==> src/rtl/tuce_pkg.sv <==
`default_nettype none
// ----------------------------------------------------------------------------
// tuce_pkg
// Shared widths, register indexes and defaults for the TCP/UDP checksum engine.
// ----------------------------------------------------------------------------
package tuce_pkg;

	localparam int BYTE_W     = 8;
	localparam int WORD_W     = 16;
	localparam int CFG_W      = 32;
	localparam int CFG_IDX_W  = 3;
	localparam int PROTO_W    = 8;
	localparam int COUNT_W    = 16;
	// pseudo-header constant part: four address halves plus protocol
	localparam int PCONST_W   = 19;
	// running sum + addend + length before folding
	localparam int TOTAL_W    = 19;

	localparam int LENGTH_BITS_DEFAULT = 16;

	// configuration register indexes
	localparam logic [CFG_IDX_W-1:0] REG_PSEUDO_MODE = 3'd0;
	localparam logic [CFG_IDX_W-1:0] REG_SEED_SUM    = 3'd1;
	localparam logic [CFG_IDX_W-1:0] REG_SOURCE_IP   = 3'd2;
	localparam logic [CFG_IDX_W-1:0] REG_DEST_IP     = 3'd3;
	localparam logic [CFG_IDX_W-1:0] REG_PROTOCOL    = 3'd4;

	// ones' complement 16-bit add with end-around carry
	function automatic logic [WORD_W-1:0] oc_add(input logic [WORD_W-1:0] a,
			input logic [WORD_W-1:0] b);
		logic [WORD_W:0] s;
		s = {1'b0, a} + {1'b0, b};
		return s[WORD_W-1:0] + {{(WORD_W-1){1'b0}}, s[WORD_W]};
	endfunction

endpackage
`default_nettype wire

==> src/rtl/tcp_udp_checksum_engine.sv <==
`default_nettype none
// ----------------------------------------------------------------------------
// tcp_udp_checksum_engine
// Internet checksum (RFC 1071) over a byte stream, with IPv4 pseudo-header.
// ----------------------------------------------------------------------------
// Throughput: one payload byte per clock, sustained, while the result side
//   takes results; a held result stalls the whole pipe for that cycle.
// Result path: the last byte passes the input register, the sum/length
//   register and the result register before its result shows in m_tdata.
// Reset (arst_n low): packet state, valids and config registers clear at
//   once; pseudo_mode comes up as 1, the other config registers as 0.
// ----------------------------------------------------------------------------
module tcp_udp_checksum_engine #(
	parameter int LENGTH_BITS = tuce_pkg::LENGTH_BITS_DEFAULT
) (
	input  wire logic                           clk,
	input  wire logic                           arst_n,
	// configuration write port
	input  wire logic                           cfg_we,
	input  wire logic [tuce_pkg::CFG_IDX_W-1:0] cfg_index,
	input  wire logic [tuce_pkg::CFG_W-1:0]     cfg_data,
	// byte stream in
	input  wire logic                           s_tvalid,
	output      logic                           s_tready,
	input  wire logic [7:0]                     s_tdata,   // [7:0] data_byte
	input  wire logic                           s_tlast,   // last_byte
	// result out
	output      logic                           m_tvalid,
	input  wire logic                           m_tready,
	output      logic [31:0]                    m_tdata    // [15:0] checksum,
	                                                       // [31:16] byte_count
);

	localparam int WORD_W   = tuce_pkg::WORD_W;
	localparam int BYTE_W   = tuce_pkg::BYTE_W;
	localparam int PCONST_W = tuce_pkg::PCONST_W;
	localparam int TOTAL_W  = tuce_pkg::TOTAL_W;
	localparam int COUNT_W  = tuce_pkg::COUNT_W;

	// ------------------------------------------------------------------
	// Configuration registers. Write only while the engine is idle; not enforced here.
	// ------------------------------------------------------------------
	logic                          pseudo_mode_q;
	logic [tuce_pkg::CFG_W-1:0]    seed_sum_q;
	logic [tuce_pkg::CFG_W-1:0]    source_ip_q;
	logic [tuce_pkg::CFG_W-1:0]    dest_ip_q;
	logic [tuce_pkg::PROTO_W-1:0]  protocol_q;

	always_ff @(posedge clk or negedge arst_n) begin
		if (!arst_n) begin
			pseudo_mode_q <= 1'b1;
			seed_sum_q    <= '0;
			source_ip_q   <= '0;
			dest_ip_q     <= '0;
			protocol_q    <= '0;
		end else if (cfg_we) begin
			unique case (cfg_index)
				tuce_pkg::REG_PSEUDO_MODE: pseudo_mode_q <= cfg_data[0];
				tuce_pkg::REG_SEED_SUM:    seed_sum_q    <= cfg_data;
				tuce_pkg::REG_SOURCE_IP:   source_ip_q   <= cfg_data;
				tuce_pkg::REG_DEST_IP:     dest_ip_q     <= cfg_data;
				tuce_pkg::REG_PROTOCOL:    protocol_q    <= cfg_data[tuce_pkg::PROTO_W-1:0];
				default: ;  // unknown index: write dropped
			endcase
		end
	end

	// ------------------------------------------------------------------
	// Pipe control: every stage moves together whenever the result
	// register is empty or being drained this cycle.
	// ------------------------------------------------------------------
	logic adv;
	assign adv      = !m_tvalid || m_tready;
	assign s_tready = adv;

	// ------------------------------------------------------------------
	// Stage 1: input register
	// ------------------------------------------------------------------
	logic              valid_s1;
	logic [BYTE_W-1:0] data_s1;
	logic              last_s1;

	always_ff @(posedge clk or negedge arst_n) begin
		if (!arst_n) begin
			valid_s1 <= 1'b0;
		end else if (adv) begin
			valid_s1 <= s_tvalid;
		end
	end

	always_ff @(posedge clk) begin
		if (adv) begin
			data_s1 <= s_tdata;
			last_s1 <= s_tlast;
		end
	end

	// ------------------------------------------------------------------
	// Per-packet state: bytes pair into big-endian words; a word is added
	// once its low byte arrives, or on a lone last byte (low byte zero).
	// ------------------------------------------------------------------
	logic [WORD_W-1:0]      running_sum_q;
	logic [BYTE_W-1:0]      held_high_q;
	logic                   odd_q;
	logic [LENGTH_BITS-1:0] bytes_seen_q;

	logic                   fire_s1;
	logic                   add_word;
	logic [WORD_W-1:0]      word;
	logic [WORD_W-1:0]      sum_next;
	logic [LENGTH_BITS-1:0] count_next;

	assign fire_s1    = valid_s1 && adv;
	assign add_word   = odd_q || last_s1;
	assign word       = odd_q ? {held_high_q, data_s1} : {data_s1, {BYTE_W{1'b0}}};
	assign sum_next   = add_word ? tuce_pkg::oc_add(running_sum_q, word) : running_sum_q;
	assign count_next = bytes_seen_q + {{(LENGTH_BITS-1){1'b0}}, 1'b1};

	always_ff @(posedge clk or negedge arst_n) begin
		if (!arst_n) begin
			running_sum_q <= '0;
			held_high_q   <= '0;
			odd_q         <= 1'b0;
			bytes_seen_q  <= '0;
		end else if (fire_s1) begin
			if (last_s1) begin
				// packet done: start the next one clean
				running_sum_q <= '0;
				held_high_q   <= '0;
				odd_q         <= 1'b0;
				bytes_seen_q  <= '0;
			end else begin
				running_sum_q <= sum_next;
				held_high_q   <= odd_q ? '0 : data_s1;
				odd_q         <= !odd_q;
				bytes_seen_q  <= count_next;
			end
		end
	end

	// ------------------------------------------------------------------
	// Stage 2: packet sum, length and the extra addend. The addend is the
	// unfolded pseudo-header constant part or the seed halves; folding
	// the full sum at the end gives the same ones' complement result.
	// ------------------------------------------------------------------
	logic                   valid_s2;
	logic [WORD_W-1:0]      sum_s2;
	logic [COUNT_W-1:0]     count_s2;
	logic                   mode_s2;
	logic [PCONST_W-1:0]    addend_s2;

	logic [PCONST_W-1:0]    pconst;
	logic [PCONST_W-1:0]    seed_part;

	assign pconst = PCONST_W'(source_ip_q[31:16]) + PCONST_W'(source_ip_q[15:0])
	              + PCONST_W'(dest_ip_q[31:16])   + PCONST_W'(dest_ip_q[15:0])
	              + PCONST_W'(protocol_q);
	assign seed_part = PCONST_W'(seed_sum_q[31:16]) + PCONST_W'(seed_sum_q[15:0]);

	always_ff @(posedge clk or negedge arst_n) begin
		if (!arst_n) begin
			valid_s2 <= 1'b0;
		end else if (adv) begin
			valid_s2 <= valid_s1 && last_s1;
		end
	end

	always_ff @(posedge clk) begin
		if (adv) begin
			sum_s2    <= sum_next;
			count_s2  <= COUNT_W'(count_next);
			mode_s2   <= pseudo_mode_q;
			addend_s2 <= pseudo_mode_q ? pconst : seed_part;
		end
	end

	// ------------------------------------------------------------------
	// Stage 3: final add, two end-around folds, complement.
	// ------------------------------------------------------------------
	logic [TOTAL_W-1:0] total;
	logic [WORD_W:0]    fold1;
	logic [WORD_W-1:0]  fold2;

	assign total = TOTAL_W'(sum_s2) + TOTAL_W'(addend_s2)
	             + (mode_s2 ? TOTAL_W'(count_s2) : '0);
	assign fold1 = {1'b0, total[WORD_W-1:0]}
	             + (WORD_W+1)'(total[TOTAL_W-1:WORD_W]);
	assign fold2 = fold1[WORD_W-1:0] + {{(WORD_W-1){1'b0}}, fold1[WORD_W]};

	logic               out_valid_q;
	logic [WORD_W-1:0]  checksum_q;
	logic [COUNT_W-1:0] byte_count_q;

	always_ff @(posedge clk or negedge arst_n) begin
		if (!arst_n) begin
			out_valid_q <= 1'b0;
		end else if (adv) begin
			out_valid_q <= valid_s2;
		end
	end

	always_ff @(posedge clk) begin
		if (adv) begin
			checksum_q   <= ~fold2;
			byte_count_q <= count_s2;
		end
	end

	assign m_tvalid = out_valid_q;
	assign m_tdata  = {byte_count_q, checksum_q};

endmodule
`default_nettype wire
==> config.mk <==
export PLATFORM = sky130hd
export DESIGN_NAME = tcp_udp_checksum_engine
export DESIGN_NICKNAME = d
export VERILOG_FILES = /design/src/rtl/tuce_pkg.sv /design/src/rtl/tcp_udp_checksum_engine.sv
export SDC_FILE = /design/constraint.sdc
export NUM_CORES = 1
export LEC_CHECK = 0
export ABC_AREA = 0
export BUFFER_PORTS_ARGS = -buffer_cell sky130_fd_sc_hd__buf_2
export CAP_MARGIN = 30
export CORE_MARGIN = 4
export CORE_UTILIZATION = 65
export DETAILED_ROUTE_END_ITERATION = 16
export GPL_ROUTABILITY_DRIVEN = 0
export PLACE_DENSITY = 0.94
export SKIP_CTS_REPAIR_TIMING = 1
export SLEW_MARGIN = 20
export SYNTH_ARGS = -nofsm -noshare
export SYNTH_HDL_FRONTEND = slang
export SYNTH_SLANG_ARGS = --single-unit
==> constraint.sdc <==
create_clock -name clk -period 17.6 [get_ports clk]
set_input_delay 0.88 -clock clk [delete_from_list [all_inputs] [get_ports clk]]
set_output_delay 0.88 -clock clk [all_outputs]
set_load 0.01 [all_outputs]
# Word-level counts from Yosys, hierarchy flattened
# Cells that the tools add are included.
[classes] add_sub_neg=12 mul=0 div=0 n_lt_le_gt_ge=0 eq_ne=4 shifts=0 mux=9 n_bitwise=1 n_reduce_logical=12
[ops] cell="16-bit two-way mux" count=5
[ops] cell="16-bit by 16-bit adder with 17-bit output" count=3
[ops] cell="16-bit by 1-bit adder with 16-bit output" count=2
[ops] cell="16-bit by 19-bit adder with 19-bit output" count=1
[ops] cell="18-bit by 16-bit adder with 19-bit output" count=1
[ops] cell="19-bit by 16-bit adder with 19-bit output" count=1
[ops] cell="19-bit by 8-bit adder with 19-bit output" count=1
[ops] cell="19-bit two-way mux" count=1
[ops] cell="17-bit by 16-bit adder with 18-bit output" count=1
[ops] cell="16-bit by 3-bit adder with 17-bit output" count=1
[ops] cell="16-bit by 1-bit adder with 16-bit output (second input constant)" count=1
[ops] cell="8-bit two-way mux" count=2
[ops] cell="16-bit NOT" count=1
[ops] cell="2-bit AND reduction" count=5
[ops] cell="3-bit by 2-bit equality test with 1-bit output (second input constant)" count=2
[ops] cell="3-bit by 1-bit equality test with 1-bit output (second input constant)" count=1
[ops] cell="3-bit equality test (second input constant)" count=1
[ops] cell="3-bit zero test" count=1
[ops] cell="1-bit logical AND" count=2
[ops] cell="1-bit zero test" count=2
[ops] cell="1-bit logical OR" count=2
[ops] cell="1-bit two-way mux" count=1
[word_totals] regBits=242 latch_bits=0 ramBits=0 mem_bits_ro=0 elab_cells=58 n_memories=0

# Logic depth before layout (Yosys ltp)
# Gate-level depths: netlist (run 1).
[logic_depth] word_depth=5 depth_mapped=31 ltp_nobuf=29

# Least setup slack after synthesis (run 1)
# OpenSTA, ideal clock, no wires.
[synth_timing] path_kind="reg2reg" from="register mode_s2" to="register checksum_q[12] (data pin)" setup_time_ps=275 arrival_time_ps=6194 required_ps=17325 slack_ps=11131 stages_incl_launch_ff=30 n_path_buf=1 cell_sequence="edfxtp_1 -> clkbuf_1 -> and2_1 -> fa_1 -> ha_1 -> a211o_1 -> a211o_1 -> a41oi_4 -> o21ai_0 -> a21oi_1 -> o21ai_0 -> o211ai_1 -> nor2b_1 -> xnor2_1 -> ha_1 -> inv_1 -> fa_1 -> nor2b_1 -> o21a_1 -> nand4b_1 -> nor4_1 -> and3_1 -> nand3_1 -> nor2_1 -> ha_1 -> ha_1 -> nand3_1 -> nor4b_2 -> o211ai_1 -> xor2_1"
[synth_via] elab_chain_len=5
[synth_rtl] item="start: declaration" line="tcp_udp_checksum_engine.sv:149" rtl="logic mode_s2;"
[synth_rtl] item="start signal: assignment" line="tcp_udp_checksum_engine.sv:172" rtl="mode_s2 <= pseudo_mode_q;"
[synth_rtl] item="16-bit two-way mux" line="tcp_udp_checksum_engine.sv:185" rtl="+ (mode_s2 ? TOTAL_W'(count_s2) : '0);"
[synth_rtl] item="19-bit by 16-bit adder with 19-bit output" line="tcp_udp_checksum_engine.sv:185"
[synth_rtl] item="16-bit by 3-bit adder with 17-bit output" line="tcp_udp_checksum_engine.sv:187" rtl="+ (WORD_W+1)'(total[TOTAL_W-1:WORD_W]);"
[synth_rtl] item="16-bit by 1-bit adder with 16-bit output" line="tcp_udp_checksum_engine.sv:188" rtl="assign fold2 = fold1[WORD_W-1:0] + {{(WORD_W-1){1'b0}}, fold1[WORD_W]};"
[synth_rtl] item="16-bit NOT" line="tcp_udp_checksum_engine.sv:204" rtl="checksum_q <= ~fold2;"
[synth_rtl] item="end signal: assignment" line="tcp_udp_checksum_engine.sv:204"
[synth_rtl] item="end: declaration" line="tcp_udp_checksum_engine.sv:191" rtl="logic [WORD_W-1:0] checksum_q;"
# No other way between the ends.
# A chain may end at the register's enable or synchronous reset.

# Final worst setup path (run 1)
# Ends and elaborated chain as after synthesis.

==> results of run 1 <==
layout make-up:
type | count | area share, %
multi-input cells | 946 | 48.06
flip-flops and latches | 242 | 40.29
clock buffers | 36 | 4.699
repair buffers | 93 | 3.231
well taps | 280 | 2.164
inverters | 40 | 0.9274
clock inverters | 11 | 0.6337
path summary, 6_finish.rpt:
check | cells past startpoint | to | slack (ns) | startpoint
max in group asynchronous | 3 | held_high_q[4] | 16.03 | arst_n
min in group clk | 2 | m_tvalid | 0.45 | valid_s2
setup reg to reg | 28 | checksum_q[12] | 10.29 | mode_s2
hold reg to reg | 2 | m_tvalid | 0.45 | valid_s2
hold / removal | 1 | dest_ip_q[2] | 0.35 | arst_n
setup / recovery | 28 | checksum_q[12] | 10.29 | mode_s2
cell usage in the layout, fill, tap and decap left out, drive strengths merged, types with 30 or more instances in the layout:
cell type	synthesis	routed
fa	59	59
inv	40	42
and2	30	30
edfxtp	93	93
clkbuf	36	36
xnor2	55	55
xor2	33	33
a21oi	42	42
buf	3	93
ha	83	83
dfrtp	148	148
nand2	93	93
mux2	113	113
o21ai	78	78
nor2	73	73
registers in the layout, indices dropped and copies added, names as in the netlist, 8 cells and up:
| signal | count |
|---|---|
| protocol_q | 8 |
| byte_count_q | 16 |
| running_sum_q | 16 |
| source_ip_q | 32 |
| sum_s2 | 16 |
| dest_ip_q | 32 |
| seed_sum_q | 32 |
| data_s1 | 8 |
| checksum_q | 16 |
| held_high_q | 8 |
| count_s2 | 16 |
| bytes_seen_q | 16 |
| addend_s2 | 19 |
through the flow:
stage	cells	area, um^2
2_1_floorplan	1267	14590
3_3_place_gp	1598	15280
3_5_place_dp	1598	15280
4_1_cts	1645	16140
5_1_grt	1648	16190
6_report	1648	16190
per-layer routing:
| layer | routed length (um) | part of all wire (%) | up-vias | global-route usage, % |
|---|---|---|---|---|
| li1 | - | - | 4777 | - |
| met1 | 13330 | 39 | 5168 | 37.09 |
| met2 | 16550 | 49 | 510 | 46.21 |
| met3 | 2530 | 7.4 | 137 | 3.909 |
| met4 | 1629 | 4.8 | 0 | 11.43 |
| met5 | 0 | 0 | - | 0 |
cells by family after synthesis:
| logic type | Yosys count |
|---|---|
| AND/OR/NAND/NOR | 355 |
| AO/OA/AOI/OAI | 244 |
| flip-flops | 242 |
| adder cells (fa/ha/maj) | 143 |
| multiplexers | 116 |
| XOR/XNOR | 88 |
| buffers and inverters | 79 |
==> qor.yml, run 1 <==
status: "completed"
dieWidth_um: 157.8
critPathCaptureType: "register"
synth_mux_area_share_pct: 8.930
synthSimpleGateAreaFrac_pct: 12.49
cts_max_level: 1
slowest_stage: "edfxtp_1"
clock.fmax_mhz: 136.8
crit_buf_inv: 1
cts.sinks: 242
setup_tns_ns: 0
drt-total-wl_mm: 34.04
port_buffers: 82
syn_avg_cell_area_um2: 11.51
fin_crit_sh_pct: 41.53
synthMostInstantiatedCell: "dfrtp_1"
yosysWarnings: 0
rows: 54
fp.dieArea_um2: 24900
die_y_um: 157.8
synth_common_cells: "dfrtp_1 (148), mux2_2 (113), edfxtp_1 (93), nand2_1 (93), ha_1 (83)"
multi_input_area_um2: 7780
antenna_found_initial: 0
cpMostUsedCell: "ha_1"
grt_pass1_wl_mm: 55.13
synth_cells: 1267
hold_path_class: "in -> async"
setup_viol: 0
grt_pass1_vias: 10641
ant_nets: 0
mappedNetlistArea_um2: 14590
drive_gt1_share_pct: 19.81
max-slew-margin-rel_pct: 25.95
seq_area_um2: 6523
crit_fanout: 16
crit_path_max_incr_delay_ns: 0.60
num_vias: 10592
utilization_pct: 73.73
synth-compound-area-share_pct: 11.20
drv_slew: 0
io_pins: 83
hold_viol_final: 0
grt_max_degree: 88
area_growth_pct: 11.00
arrival_ns: 7.58
synthDistinctLibCells: 80
wl_per_cell_um: 20.66
syn-num-nets: 1458
clock_skew_ns: 0.01960
synth_adder_area_share_pct: 15.29
synth_top_cell_by_area: "dfrtp_1"
dp_slack_ns: 10.41
critical_path_class: "reg -> reg"
rsz0062_at_grt: "false"
worst_pin_slew_ns: 1.108
insertion_delay_ns: 0.56
hpwl_mm: 22.94
synth_xor_area_share_pct: 5.336
root_buffer: "clkbuf_16"
vias_per_cell: 6.427
synth_edf_count: 93
grt_use_total_pct: 27.78
initialDrtViolationCount: 999
crit_family: "simple AND/OR/NAND/NOR gates"
grt.overflow.total: 0
yosys-top-cells-area: "dfrtp_1 (25%), edfxtp_1 (19%), mux2_2 (8.7%)"
final.min_clock_period_ns: 7.309
clk_path_buf_depth: 3
ys_seq_area_share_pct: 44.72
antenna_cells: 0
dr.pass1.iters: 6
required_ns: 17.87
synth_seq_cells: 242
maxCapViolCount: 0
yosys.area.top_type_share_pct: 25.39
cts_tree: "done"
fillers: 1307
synth_top_family_by_area: "adder cells"
core_um2: 21960
route.detailed.drc: 0
ys_dominant_reg_cell: "dfrtp_1"
cp-start-kind: "register"
clkTransAtPathRegs_ns: 0.07
whs_ns: 0.3496
start_util_pct: 66.42
synthArstFlopShare_pct: 61.57
worst_slack_ns: 10.29
cts_made_buffers: 26
final_nets: 1540
Power of run 1 is left out: the tool's default activity adds up to more than one toggle a clock period on the data nets, which glitch-free logic cannot reach.
==> inputs of run 2 (changes only) <==
--- a/config.mk
+++ b/config.mk
@@ -5,14 +5,14 @@
 export SDC_FILE = /design/constraint.sdc
 export NUM_CORES = 1
 export LEC_CHECK = 0
-export ABC_AREA = 0
+export ABC_AREA = 1
 export BUFFER_PORTS_ARGS = -buffer_cell sky130_fd_sc_hd__buf_2
 export CAP_MARGIN = 30
 export CORE_MARGIN = 4
-export CORE_UTILIZATION = 65
+export CORE_UTILIZATION = 56
 export DETAILED_ROUTE_END_ITERATION = 16
 export GPL_ROUTABILITY_DRIVEN = 0
-export PLACE_DENSITY = 0.94
+export PLACE_DENSITY = 0.87
 export SKIP_CTS_REPAIR_TIMING = 1
 export SLEW_MARGIN = 20
 export SYNTH_ARGS = -nofsm -noshare
==> constraint.sdc (replaced) <==
create_clock -name clk -period 5.9 [get_ports clk]
set_input_delay 0.295 -clock clk [delete_from_list [all_inputs] [get_ports clk]]
set_output_delay 0.295 -clock clk [all_outputs]
set_load 0.01 [all_outputs]
==> run 2 against run 1 <==
Compared with the run above: the run now ends with negative setup slack left; critical path depth increased by 15; area after synthesis increased by 1.5%; sequential share of layout area decreased by 2.7 points; worst setup slack got worse by 11 ns; global-route usage decreased by 4.6 points; design area increased by 7.2%; register-to-register slack got worse by 11 ns; first-iteration DRC count increased by 25%; clock-buffer cell count decreased by 4; core utilization decreased by 7.1 points; routed wire length increased by 7.2%.
==> qor.yml, run 2 <==
status: "finished with violations"
violations: "negative setup slack"
num_vias: 12438  # +17%
critPathCaptureType: "register"
start_util_pct: 56.79  # -9.6 points
synth_common_cells: "nand2_1 (463), inv_1 (238), o21ai_0 (184)"
clock_skew_ns: 0.02202  # +0.002419 ns
rows: 59  # +9.3%
rsz0062_at_grt: "true"
max-slew-margin-rel_pct: 51.96  # +26 points
grt_pass1_wl_mm: 55.60  # +0.85%
hold_viol_final: 0  # unchanged
antenna_found_initial: 0  # unchanged
insertion_delay_ns: 0.55  # about the same
final.min_clock_period_ns: 6.212  # -1.097 ns
top_regs: "dest_ip_q x32, seed_sum_q x32, source_ip_q x32"
synth_top_cell_by_area: "dfrtp_1"
clkTransAtPathRegs_ns: 0.07  # about the same
arrival_ns: 6.51  # -1.07 ns
antenna_cells: 0  # unchanged
core_um2: 26060  # +19%
synthArstFlopShare_pct: 61.57  # unchanged
cts.sinks: 242  # unchanged
syn-num-nets: 1892  # +30%
critical_path_class: "reg -> reg"
synth_adder_area_share_pct: 15.00  # -0.29 points
mostFrequentLayoutCells: "nand2_1 (450), inv_1 (232), o21ai_0 (182), dfrtp_1 (148), edfxtp_1 (93)"
vias_per_cell: 5.654  # -12%
synthMostInstantiatedCell: "nand2_1"
cts_made_buffers: 26  # unchanged
fin_crit_sh_pct: 105.3  # +64 points
required_ns: 6.20  # -11.67 ns
grt_use_total_pct: 23.13  # -4.6 points
yosysWarnings: 0  # unchanged
synth_xor_area_share_pct: 2.181  # -3.2 points
crit_path_max_incr_delay_ns: 0.53  # -0.07 ns
die_y_um: 170.6  # +8.1%
cts_max_level: 1  # unchanged
drv_slew: 0  # unchanged
rr_worst_depth: 43  # +54%
ys_dominant_reg_cell: "dfrtp_1"
hold_path_class: "in -> reg"
grt.overflow.total: 0  # unchanged
dieWidth_um: 170.6  # +8.1%
slowest_stage: "fa_1"
syn_avg_cell_area_um2: 8.700  # -24%
maxCapViolCount: 0  # unchanged
grt_pass1_vias: 11758  # +10%
root_buffer: "clkbuf_16"
final_common_cell: "nand2_1"
cp-start-kind: "register"
hold_depth: 3
clk_path_buf_depth: 3  # unchanged
port_buffers: 82  # unchanged
crit_fanout: 4  # -12
setup_viol: 6  # +6
drive_gt1_share_pct: 16.78  # -3.0 points
yosys-top-cells-area: "dfrtp_1 (25%), edfxtp_1 (19%), nand2_1 (12%)"
mappedNetlistArea_um2: 14800  # +1.5%
grt_max_degree: 86  # -2.3%
area_growth_pct: 17.30
synth_edf_count: 93  # unchanged
ant_nets: 0  # unchanged
worst_slack_ns: -0.3120  # -10.60 ns
worst_pin_slew_ns: 0.7206  # -0.3874 ns
route.detailed.drc: 0  # unchanged
dr.pass1.iters: 6  # unchanged
initialDrtViolationCount: 1247  # +25%
synthDistinctLibCells: 45  # -44%
synth-compound-area-share_pct: 11.11  # -0.093 points
hpwl_mm: 24.40  # +6.4%
clock.fmax_mhz: 161.0  # +18%
ys_seq_area_share_pct: 44.08  # -0.64 points
synthSimpleGateAreaFrac_pct: 20.30  # +7.8 points
synth_mux_area_share_pct: 0  # -8.9 points
io_pins: 83  # unchanged
yosys.area.top_type_share_pct: 25.03  # -0.36 points
synth_top_family_by_area: "simple AND/OR/NAND/NOR gates"
synth_cells: 1701  # +34%
synth_seq_cells: 242  # unchanged
utilization_pct: 66.61  # -7.1 points
drt-total-wl_mm: 36.49  # +7.2%
final_nets: 2036  # +32%
wl_per_cell_um: 16.58  # -20%
fp.dieArea_um2: 29090  # +17%
cts_tree: "done"
==> run 2: cell types whose count changed after synthesis, moves of 19 or more <==
cell | before | now
mux2_2 | 113 | 0
and3_1 | 20 | 0
inv_1 | 40 | 238
a21oi_1 | 41 | 67
nand3_1 | 26 | 73
and2_1 | 30 | 3
nor3_1 | 27 | 3
nand2_1 | 93 | 463
o21ai_0 | 69 | 184
nand2_2 | 0 | 19
xnor2_1 | 55 | 16
==> run 2: layout make-up <==
type	instances	area (um^2)
Tap cell	335	419.2
Multi-Input combinational cell	1170	7503
Timing Repair Buffer	153	1061
Inverter	252	948.4
Clock inverter	16	220.2
Clock buffer	32	683.2
Sequential cell	242	6523
Fill cell	1859	8701
==> run 2: per-stage QoR <==
step	instance area, um^2	setup TNS (ns)	cells	worst slack, ns	hold WS [ns]
floorplan	14800	0	1701	0.03944	-0.0005911
global placement	15700	0	2106	0.06081	0.3453
detailed placement	15740	-1.066	2108	-0.3010	0.3515
CTS	16640	-1.098	2156	-0.3060	-0.2333
global route	17360	-3.104	2200	-0.5696	0.03682
finish	17360	-1.285	2200	-0.3120	0.04082
==> run 2: cell families (layout without fill, tap and decap cells) <==
logic type               Yosys count  after routing
XOR/XNOR                          36             36
adder cells (fa/ha/maj)          142            142
buffers and inverters            289            453
AO/OA/AOI/OAI                    306            306
AND/OR/NAND/NOR                  686            686
flip-flops                       242            242
==> run 2: critical path, delay by kind of cell (launching register included) <==
family,cells,cell delay (ns)
XOR/XNOR,1,0.17
flip-flops,1,0.44
buffers and inverters,7,0.65
adder cells (fa/ha/maj),6,1.76
AO/OA/AOI/OAI,2,0.19
AND/OR/NAND/NOR,27,2.74
==> run 2: path summary, 6_finish.rpt <==
check	startpoint	to	slack (ns)
max in group asynchronous	arst_n	running_sum_q[3]	4.48
worst min register to register	valid_s2	m_tvalid	0.46
worst min-delay path	cfg_data[14]	dest_ip_q[14]	0.04
min in group asynchronous	arst_n	dest_ip_q[2]	0.31
worst max-delay path	mode_s2	checksum_q[14]	-0.31
worst max register to register	mode_s2	checksum_q[14]	-0.31
==> run 2: metal layers <==
layer	GRT usage (%)	vias to the layer above	part of all wire, %
li1	-	5810	-
met1	29.85	5883	39
met2	40.34	604	50
met3	3.165	141	7.0
met4	8.125	0	4.7
met5	0	-	0
Power of run 2 is left out for the same reason.
